## src/rtl/rkpc_pkg.sv

```systemverilog
// ----------------------------------------------------------------------------
// rkpc_pkg
// Shared constants, types and the static key table of the rolling key cipher.
// ----------------------------------------------------------------------------
package rkpc_pkg;

  localparam int LEN_BITS  = 16;
  localparam int HDR_BYTES = 5;

  localparam logic [7:0]  HDR_CODE = 8'h57;
  localparam logic [31:0] KEY_HIGH = 32'h87546ca1;

  // first character sits in the top byte
  localparam logic [511:0] STATIC_KEY =
    "nKO/WctQ0AVLbpzfBkS6NevDYT8ourG5CRlmdjyJ72aswx4EPq1UgZhFMXH?3iI9";

  typedef logic [LEN_BITS-1:0] pos_t;

  typedef enum logic [0:0] {
    REQ_DECRYPT = 1'b0,
    REQ_ENCRYPT = 1'b1
  } req_t;

  typedef struct packed {
    logic [7:0] dout;
    logic [7:0] plain;
    logic [7:0] cipher;
  } xform_t;

  // character idx of the static key: byte (63 - idx) from the bottom
  function automatic logic [7:0] static_key_byte(input logic [5:0] idx);
    return STATIC_KEY[{~idx, 3'b000} +: 8];
  endfunction

endpackage

```

## src/rtl/rkpc_if.sv

```systemverilog
// ----------------------------------------------------------------------------
// rkpc channel interfaces
// Valid/ready channels for input bytes and result bytes of the cipher.
// ----------------------------------------------------------------------------
interface rkpc_in_if;
  logic       valid;
  logic       ready;
  logic       req_type;
  logic [7:0] data_byte;
  logic       last_byte;

  modport source (output valid, req_type, data_byte, last_byte, input ready);
  modport sink   (input valid, req_type, data_byte, last_byte, output ready);
endinterface

interface rkpc_out_if;
  logic       valid;
  logic       ready;
  logic [7:0] out_byte;
  logic       end_of_packet;
  logic       header_ok;

  modport source (output valid, out_byte, end_of_packet, header_ok, input ready);
  modport sink   (input valid, out_byte, end_of_packet, header_ok, output ready);
endinterface

```

## src/rtl/rkpc_xform.sv

```systemverilog
// ----------------------------------------------------------------------------
// rkpc_xform
// Byte transform: if enabled, XOR of data with direction key byte, static key
// byte and the previous ciphertext byte; gives output, plaintext and ciphertext.
// ----------------------------------------------------------------------------
module rkpc_xform (
  input  logic                 enabled,
  input  logic                 req_type,
  input  logic [7:0]           din,
  input  logic [63:0]          key,
  input  rkpc_pkg::pos_t       pos,
  input  logic [7:0]           chain,
  output rkpc_pkg::xform_t     res
);

  logic [7:0] key_b;
  logic [7:0] mix;
  logic [7:0] dout;
  logic       enc;

  assign enc   = (req_type == rkpc_pkg::REQ_ENCRYPT);
  assign key_b = key[{pos[2:0], 3'b000} +: 8];

  // first byte of a packet uses the direction key alone
  assign mix  = (pos == '0) ? key_b
              : (key_b ^ rkpc_pkg::static_key_byte(pos[5:0]) ^ chain);
  assign dout = enabled ? (din ^ mix) : din;

  always_comb begin
    res.dout = dout;
    if (enc) begin
      res.plain  = din;
      res.cipher = dout;
    end else begin
      res.plain  = dout;
      res.cipher = din;
    end
  end

endmodule

```

## src/rtl/rolling_key_packet_cipher.sv

```systemverilog
// ----------------------------------------------------------------------------
// rolling_key_packet_cipher
// Rolling key packet byte cipher for both directions with header check.
// ----------------------------------------------------------------------------
// One byte is accepted per clock and its result appears in the output
// register on the next cycle; the input stays ready while the output
// register is empty or being taken, so throughput is one beat per cycle.
// All work for a byte (key byte select, XOR chain, header compare and the
// 64-bit key add at packet end) sits between the state registers and the
// output register. Writing cfg_base_key reloads both direction keys and
// disables the cipher; write only while no beat is in flight.
module rolling_key_packet_cipher (
  input  logic               clk,
  input  logic               rst_n,
  input  logic               cfg_wr_en,
  input  logic [31:0]        cfg_base_key,
  rkpc_in_if.sink            in_ch,
  rkpc_out_if.source         out_ch
);

  logic                  accept;
  logic                  enc;
  logic                  last;
  logic [63:0]           key_sel;
  rkpc_pkg::xform_t      xf;
  rkpc_pkg::pos_t        len;
  logic [7:0]            hb [rkpc_pkg::HDR_BYTES];
  logic                  hdr_ok;
  logic                  ok;

  logic [63:0]           client_key_r, client_key_nxt;
  logic [63:0]           server_key_r, server_key_nxt;
  logic [7:0]            chain_r, chain_nxt;
  rkpc_pkg::pos_t        pos_r, pos_nxt;
  logic                  enabled_r, enabled_nxt;
  logic [7:0]            hdr_r [rkpc_pkg::HDR_BYTES];

  logic                  out_valid_r;
  logic [7:0]            out_byte_r;
  logic                  out_eop_r;
  logic                  out_ok_r;

  assign in_ch.ready = !out_valid_r || out_ch.ready;
  assign accept      = in_ch.valid && in_ch.ready;
  assign enc         = (in_ch.req_type == rkpc_pkg::REQ_ENCRYPT);
  assign last        = in_ch.last_byte;
  assign key_sel     = enc ? server_key_r : client_key_r;
  assign len         = pos_r + rkpc_pkg::pos_t'(1);

  rkpc_xform u_xform (
    .enabled  (enabled_r),
    .req_type (in_ch.req_type),
    .din      (in_ch.data_byte),
    .key      (key_sel),
    .pos      (pos_r),
    .chain    (chain_r),
    .res      (xf)
  );

  // header bytes as seen after this beat's capture
  always_comb begin
    for (int i = 0; i < rkpc_pkg::HDR_BYTES; i++) begin
      hb[i] = (pos_r == rkpc_pkg::pos_t'(i)) ? xf.plain : hdr_r[i];
    end
  end

  assign hdr_ok = (len >= rkpc_pkg::pos_t'(rkpc_pkg::HDR_BYTES))
               && ({hb[1], hb[0]} == ~{hb[4], hb[3]})
               && (hb[2] == rkpc_pkg::HDR_CODE);

  assign ok = !(last && enabled_r && !enc) || hdr_ok;

  always_comb begin
    client_key_nxt = client_key_r;
    server_key_nxt = server_key_r;
    chain_nxt      = chain_r;
    pos_nxt        = pos_r;
    enabled_nxt    = enabled_r;
    if (cfg_wr_en) begin
      client_key_nxt = {rkpc_pkg::KEY_HIGH, cfg_base_key};
      server_key_nxt = {rkpc_pkg::KEY_HIGH, cfg_base_key};
      enabled_nxt    = 1'b0;
    end else if (accept) begin
      chain_nxt = xf.cipher;
      pos_nxt   = last ? '0 : len;
      if (last) begin
        if (!enabled_r) begin
          if (enc) begin
            enabled_nxt = 1'b1;
          end
        end else if (enc) begin
          server_key_nxt = server_key_r + {{(64 - rkpc_pkg::LEN_BITS){1'b0}}, len};
        end else if (hdr_ok) begin
          client_key_nxt = client_key_r + {{(64 - rkpc_pkg::LEN_BITS){1'b0}}, len};
        end
      end
    end
  end

  always_ff @(posedge clk) begin
    if (!rst_n) begin
      client_key_r <= {rkpc_pkg::KEY_HIGH, 32'h0};
      server_key_r <= {rkpc_pkg::KEY_HIGH, 32'h0};
      chain_r      <= '0;
      pos_r        <= '0;
      enabled_r    <= 1'b0;
      out_valid_r  <= 1'b0;
    end else begin
      client_key_r <= client_key_nxt;
      server_key_r <= server_key_nxt;
      chain_r      <= chain_nxt;
      pos_r        <= pos_nxt;
      enabled_r    <= enabled_nxt;
      if (accept) begin
        out_valid_r <= 1'b1;
      end else if (out_ch.ready) begin
        out_valid_r <= 1'b0;
      end
    end
  end

  // header capture and result payload, no reset needed
  always_ff @(posedge clk) begin
    for (int i = 0; i < rkpc_pkg::HDR_BYTES; i++) begin
      if (accept && (pos_r == rkpc_pkg::pos_t'(i))) begin
        hdr_r[i] <= xf.plain;
      end
    end
    if (accept) begin
      out_byte_r <= xf.dout;
      out_eop_r  <= last;
      out_ok_r   <= ok;
    end
  end

  assign out_ch.valid         = out_valid_r;
  assign out_ch.out_byte      = out_byte_r;
  assign out_ch.end_of_packet = out_eop_r;
  assign out_ch.header_ok     = out_ok_r;

  // a key write always leaves the cipher bypassed
  a_cfg_disables: assert property (@(posedge clk) disable iff (!rst_n)
    cfg_wr_en |=> !enabled_r)
    else $error("cipher still enabled after key write");

  a_pos_restart: assert property (@(posedge clk) disable iff (!rst_n)
    (accept && last && !cfg_wr_en) |=> (pos_r == '0))
    else $error("position not cleared after last beat");

  a_bypass_byte: assert property (@(posedge clk) disable iff (!rst_n)
    (accept && !enabled_r) |=> (out_byte_r == $past(in_ch.data_byte)))
    else $error("bypassed beat altered");

  a_ok_only_at_end: assert property (@(posedge clk) disable iff (!rst_n)
    (out_valid_r && !out_ok_r) |-> out_eop_r)
    else $error("header failure flagged on non-final beat");

  a_accept_fills: assert property (@(posedge clk) disable iff (!rst_n)
    accept |=> out_valid_r)
    else $error("accepted beat did not reach output register");

endmodule
```

## src/flat_wrapper.sv

```systemverilog
// flat-port wrapper written by rule: the top's interface ports become plain ports
module rolling_key_packet_cipher_flat 
  (clk, rst_n, cfg_wr_en, cfg_base_key, in_ch_valid, in_ch_req_type, in_ch_data_byte, in_ch_last_byte, in_ch_ready, out_ch_valid, out_ch_out_byte, out_ch_end_of_packet, out_ch_header_ok, out_ch_ready);
  rkpc_in_if in_ch_i ();
  rkpc_out_if out_ch_i ();
  input  logic clk;
  input  logic rst_n;
  input  logic cfg_wr_en;
  input  logic [31:0] cfg_base_key;
  input wire logic [$bits(in_ch_i.valid)-1:0] in_ch_valid;
  input wire logic [$bits(in_ch_i.req_type)-1:0] in_ch_req_type;
  input wire logic [$bits(in_ch_i.data_byte)-1:0] in_ch_data_byte;
  input wire logic [$bits(in_ch_i.last_byte)-1:0] in_ch_last_byte;
  output wire logic [$bits(in_ch_i.ready)-1:0] in_ch_ready;
  output wire logic [$bits(out_ch_i.valid)-1:0] out_ch_valid;
  output wire logic [$bits(out_ch_i.out_byte)-1:0] out_ch_out_byte;
  output wire logic [$bits(out_ch_i.end_of_packet)-1:0] out_ch_end_of_packet;
  output wire logic [$bits(out_ch_i.header_ok)-1:0] out_ch_header_ok;
  input wire logic [$bits(out_ch_i.ready)-1:0] out_ch_ready;
  assign in_ch_i.valid = in_ch_valid;
  assign in_ch_i.req_type = in_ch_req_type;
  assign in_ch_i.data_byte = in_ch_data_byte;
  assign in_ch_i.last_byte = in_ch_last_byte;
  assign in_ch_ready = in_ch_i.ready;
  assign out_ch_valid = out_ch_i.valid;
  assign out_ch_out_byte = out_ch_i.out_byte;
  assign out_ch_end_of_packet = out_ch_i.end_of_packet;
  assign out_ch_header_ok = out_ch_i.header_ok;
  assign out_ch_i.ready = out_ch_ready;
  rolling_key_packet_cipher u_core (.clk(clk), .rst_n(rst_n), .cfg_wr_en(cfg_wr_en), .cfg_base_key(cfg_base_key), .in_ch(in_ch_i), .out_ch(out_ch_i));
endmodule
```

## config.mk

```make
export PLATFORM = sky130hd
export DESIGN_NAME = rolling_key_packet_cipher_flat
export DESIGN_NICKNAME = d
export VERILOG_FILES = /design/src/rtl/rkpc_pkg.sv /design/src/rtl/rkpc_if.sv /design/src/rtl/rkpc_xform.sv /design/src/rtl/rolling_key_packet_cipher.sv /design/src/flat_wrapper.sv
export SDC_FILE = /design/constraint.sdc
export NUM_CORES = 1
export LEC_CHECK = 0
export ABC_AREA = 1
export BUFFER_PORTS_ARGS = -buffer_cell sky130_fd_sc_hd__buf_4
export CAP_MARGIN = 15
export CORE_ASPECT_RATIO = 1.5
export CORE_MARGIN = 2
export CORE_UTILIZATION = 35
export DETAILED_ROUTE_END_ITERATION = 8
export GPL_ROUTABILITY_DRIVEN = 0
export GPL_TIMING_DRIVEN = 0
export SETUP_SLACK_MARGIN = 0.4
export SYNTH_ARGS = -nofsm -noshare
export SYNTH_HDL_FRONTEND = slang
export SYNTH_HIERARCHICAL = 1
export SYNTH_SLANG_ARGS = --single-unit
```

## constraint.sdc

```tcl
create_clock -name clk -period 7.4 [get_ports clk]
set_input_delay 2.22 -clock clk [delete_from_list [all_inputs] [get_ports clk]]
set_output_delay 2.22 -clock clk [all_outputs]
set_load 0.1 [all_outputs]
```

==> metrics.txt <==
status finished, final reports clean; I/O pin count 59; layout cell share with drive strength beyond 1 0.0778; sequential cell area fraction in the yosys report 0.279; CP required 7.79 ns; Max VDD drop 137 uV; ys async rst share 0; grt ovf 0; dpl cells 3367; Synth Register Bits 204; Setup crit start kind input port; Core ar. 0.0465 sq mm; Post-Syn Nets 2811; fin cells 3409; Die Wd 181 um; vias in the first global route 18000; fin. max-slew vios 0; Post-synth EDFFs 50; Leakage 0.00789 uW; Min Clock Period, post-route 6.62 ns; Final Instance Area 0.0184 sq mm; ys flop type dfxtp_1; post-synthesis simple-gate area fraction 0.423; RSZ-0062 raised after global routing false; num rows 97; synthesized area 0.0164 sq mm; initial DRC count 1877; nets@finish 2895; via count 18800; worst-path fanout max 10; area delta synth->final 11.8%; DIE AREA 0.0487 sq mm; Slew @ Worst Pin 1.10 ns; routed len/inst 18.6 um; worst path bufs/invs 6; Global Route Usage Sum 0.250; setup tns final 0 ns; max incr delay on CP 0.37 ns; clk buf depth 3; CP Capture Type flip-flop; CTS Sinks 204; clk slew on worst S/H paths 0.06 ns; Crit path max-delay family simple AND/OR/NAND/NOR gates; hold crit path type reg -> reg; dpl cell area 0.0176 sq mm; fmax 0.151 GHz; Compound-Gate Fraction of Synth Area 0.130; Yosys cell types 52; post-synthesis adder-cell area fraction 0.0375; Starting Density 0.353; CTS buffer count 23; Mapped Cells 2716; kind of critical path in -> reg; Clock Skew 0.0217 ns; Slowest-stage cell, CP o22ai_1; first-pass GRT wire length 97200 um; Die Ht 269 um; post-DP HPWL 50600 um; largest family of logic cells by synthesized area simple AND/OR/NAND/NOR gates; Setup-failing EPs final 0; Post-CTS Hold Buffers 0; Routed Antenna Nets 0; largest net degree at the start of global routing 14; Total Wirelength 63500 um; Power Density 154 mW/mm^2; critical path's most frequent cell nand2_1; Worst-Skew Late Latency 0.54 ns; CTS tree yes; antenna diode instance count 0; setup slack, reg-to-reg 1.82 ns; Avg Inst Size Synth 6.05 sq um; final period utilization 0.895; Clock Root Buffer clkbuf_16; post-synthesis xor/xnor area fraction 0.0213; max cap viols 0; multiplexer share of the synthesized area 0; port buffer count 57; Final Hold Viols 0; drt drc 0; Place WS -0.476 ns; initial antenna violation count 0; WP data arrival 7.01 ns; final worst setup slack 0.776 ns; H-tree levels 1; Synth Warn # 6; DRT Pass-1 Iters 6; Slew HR 0.264; drt via density 5.51
-- placed cells by master (no fill, tap or decap), types with 26 or more instances in the layout --
cell type / Yosys / layout
a21oi_1: 99 / 99
a31oi_1: 27 / 27
buf_4: 8 / 66
clkbuf_1: 54 / 55
dfxtp_1: 154 / 154
edfxtp_1: 50 / 50
ha_1: 46 / 46
inv_1: 313 / 313
nand2_1: 783 / 783
nand3_1: 244 / 244
nand4_1: 71 / 71
nor2_1: 324 / 324
nor2_2: 26 / 26
nor3_1: 60 / 60
nor4_1: 32 / 32
o21ai_0: 231 / 230
xor2_1: 28 / 28
-- cell usage after synthesis, types with 17 or more instances --
cell type | n | area share
nand2_1 | 783 | 0.18
inv_1 | 313 | 0.072
a31oi_1 | 27 | 0.010
nor4_1 | 32 | 0.012
buf_2 | 17 | 0.0052
nor2_1 | 324 | 0.074
nor2_2 | 26 | 0.0099
nand3_1 | 244 | 0.074
ha_1 | 46 | 0.035
nor3_1 | 60 | 0.018
clkbuf_1 | 54 | 0.012
xor2_1 | 28 | 0.015
o21ai_1 | 22 | 0.0067
nand4_1 | 71 | 0.027
dfxtp_1 | 154 | 0.19
edfxtp_1 | 50 | 0.091
a21oi_1 | 99 | 0.030
buf_6 | 17 | 0.012
o21ai_0 | 231 | 0.070
-- final cells by class --
type	instances	area, sq um
multi-input combinational	2084	10000
inverter	329	1240
buffer	99	557
sequential	204	4580
tap	594	743
timing repair buffer	59	440
clock buffer	31	646
clock inverter	9	101
fill	5034	28100
-- kinds of logic after synthesis --
| logic type | after synthesis |
|---|---|
| buffers and inverters | 428 |
| xor gates and xnor gates | 39 |
| AOI/OAI and AO/OA | 407 |
| and+or+nand+nor | 1590 |
| adders and majority gates | 48 |
| DFF | 204 |
-- worst reg2reg max path, delay by kind of cell (launching register included) --
kind | cells | cell delay (ns)
and+or+nand+nor | 22 | 3.03
DFF | 1 | 0.50
adders and majority gates | 1 | 0.40
buffers and inverters | 6 | 1.51
-- state kept, by name (all words and copies together), names as in the netlist --
name,count
u_core/enabled_r,1
u_core/server_key_r,64
u_core/chain_r,8
u_core/client_key_r,64
u_core/out_ch.header_ok,1
u_core/out_ch.out_byte,8
u_core/out_ch.end_of_packet,1
u_core/hdr_r,40
u_core/pos_r,16
u_core/out_ch.valid,1
-- final timing paths --
check                          startpoint                 endpoint  cells past startpoint
setup / recovery           in_ch_req_type  u_core/client_key_r[56]                     30
hold / removal    u_core/client_key_r[43]  u_core/client_key_r[43]                      2
setup reg to reg          u_core/pos_r[0]  u_core/client_key_r[56]                     29
hold reg to reg   u_core/client_key_r[43]  u_core/client_key_r[43]                      2
-- repair_timing --
action | 4_1_cts | 5_1_grt
pin swaps | 0 | 0
buffers inserted | 0 | 1
resized for setup | 2 | 5
endpoints found under the setup margin | 63 | 61
-- power breakdown --
part	internal (uW)	total, uW	switching [uW]
Clock	679	1180	501
Combinational	126	437	311
Sequential	1180	1210	32.2
-- per-layer routing --
layer,wire length (um),global-route usage,vias to the layer above
met4,5470,0.185,0
met2,31300,0.453,861
met1,22700,0.261,8602
met5,0,0,-
met3,3960,0.0365,292
li1,-,-,9042
-- stage by stage --
stage,util,power (uW),hold WS (ns)
after global placement,0.378,1650,0.444
after CTS,0.395,2840,0.465
after detailed placement,0.378,1660,0.449
after floorplan,-,1510,0.428
after global routing,0.395,2930,0.485
final,0.395,2830,0.474
(Power assumes the default switching activity.)
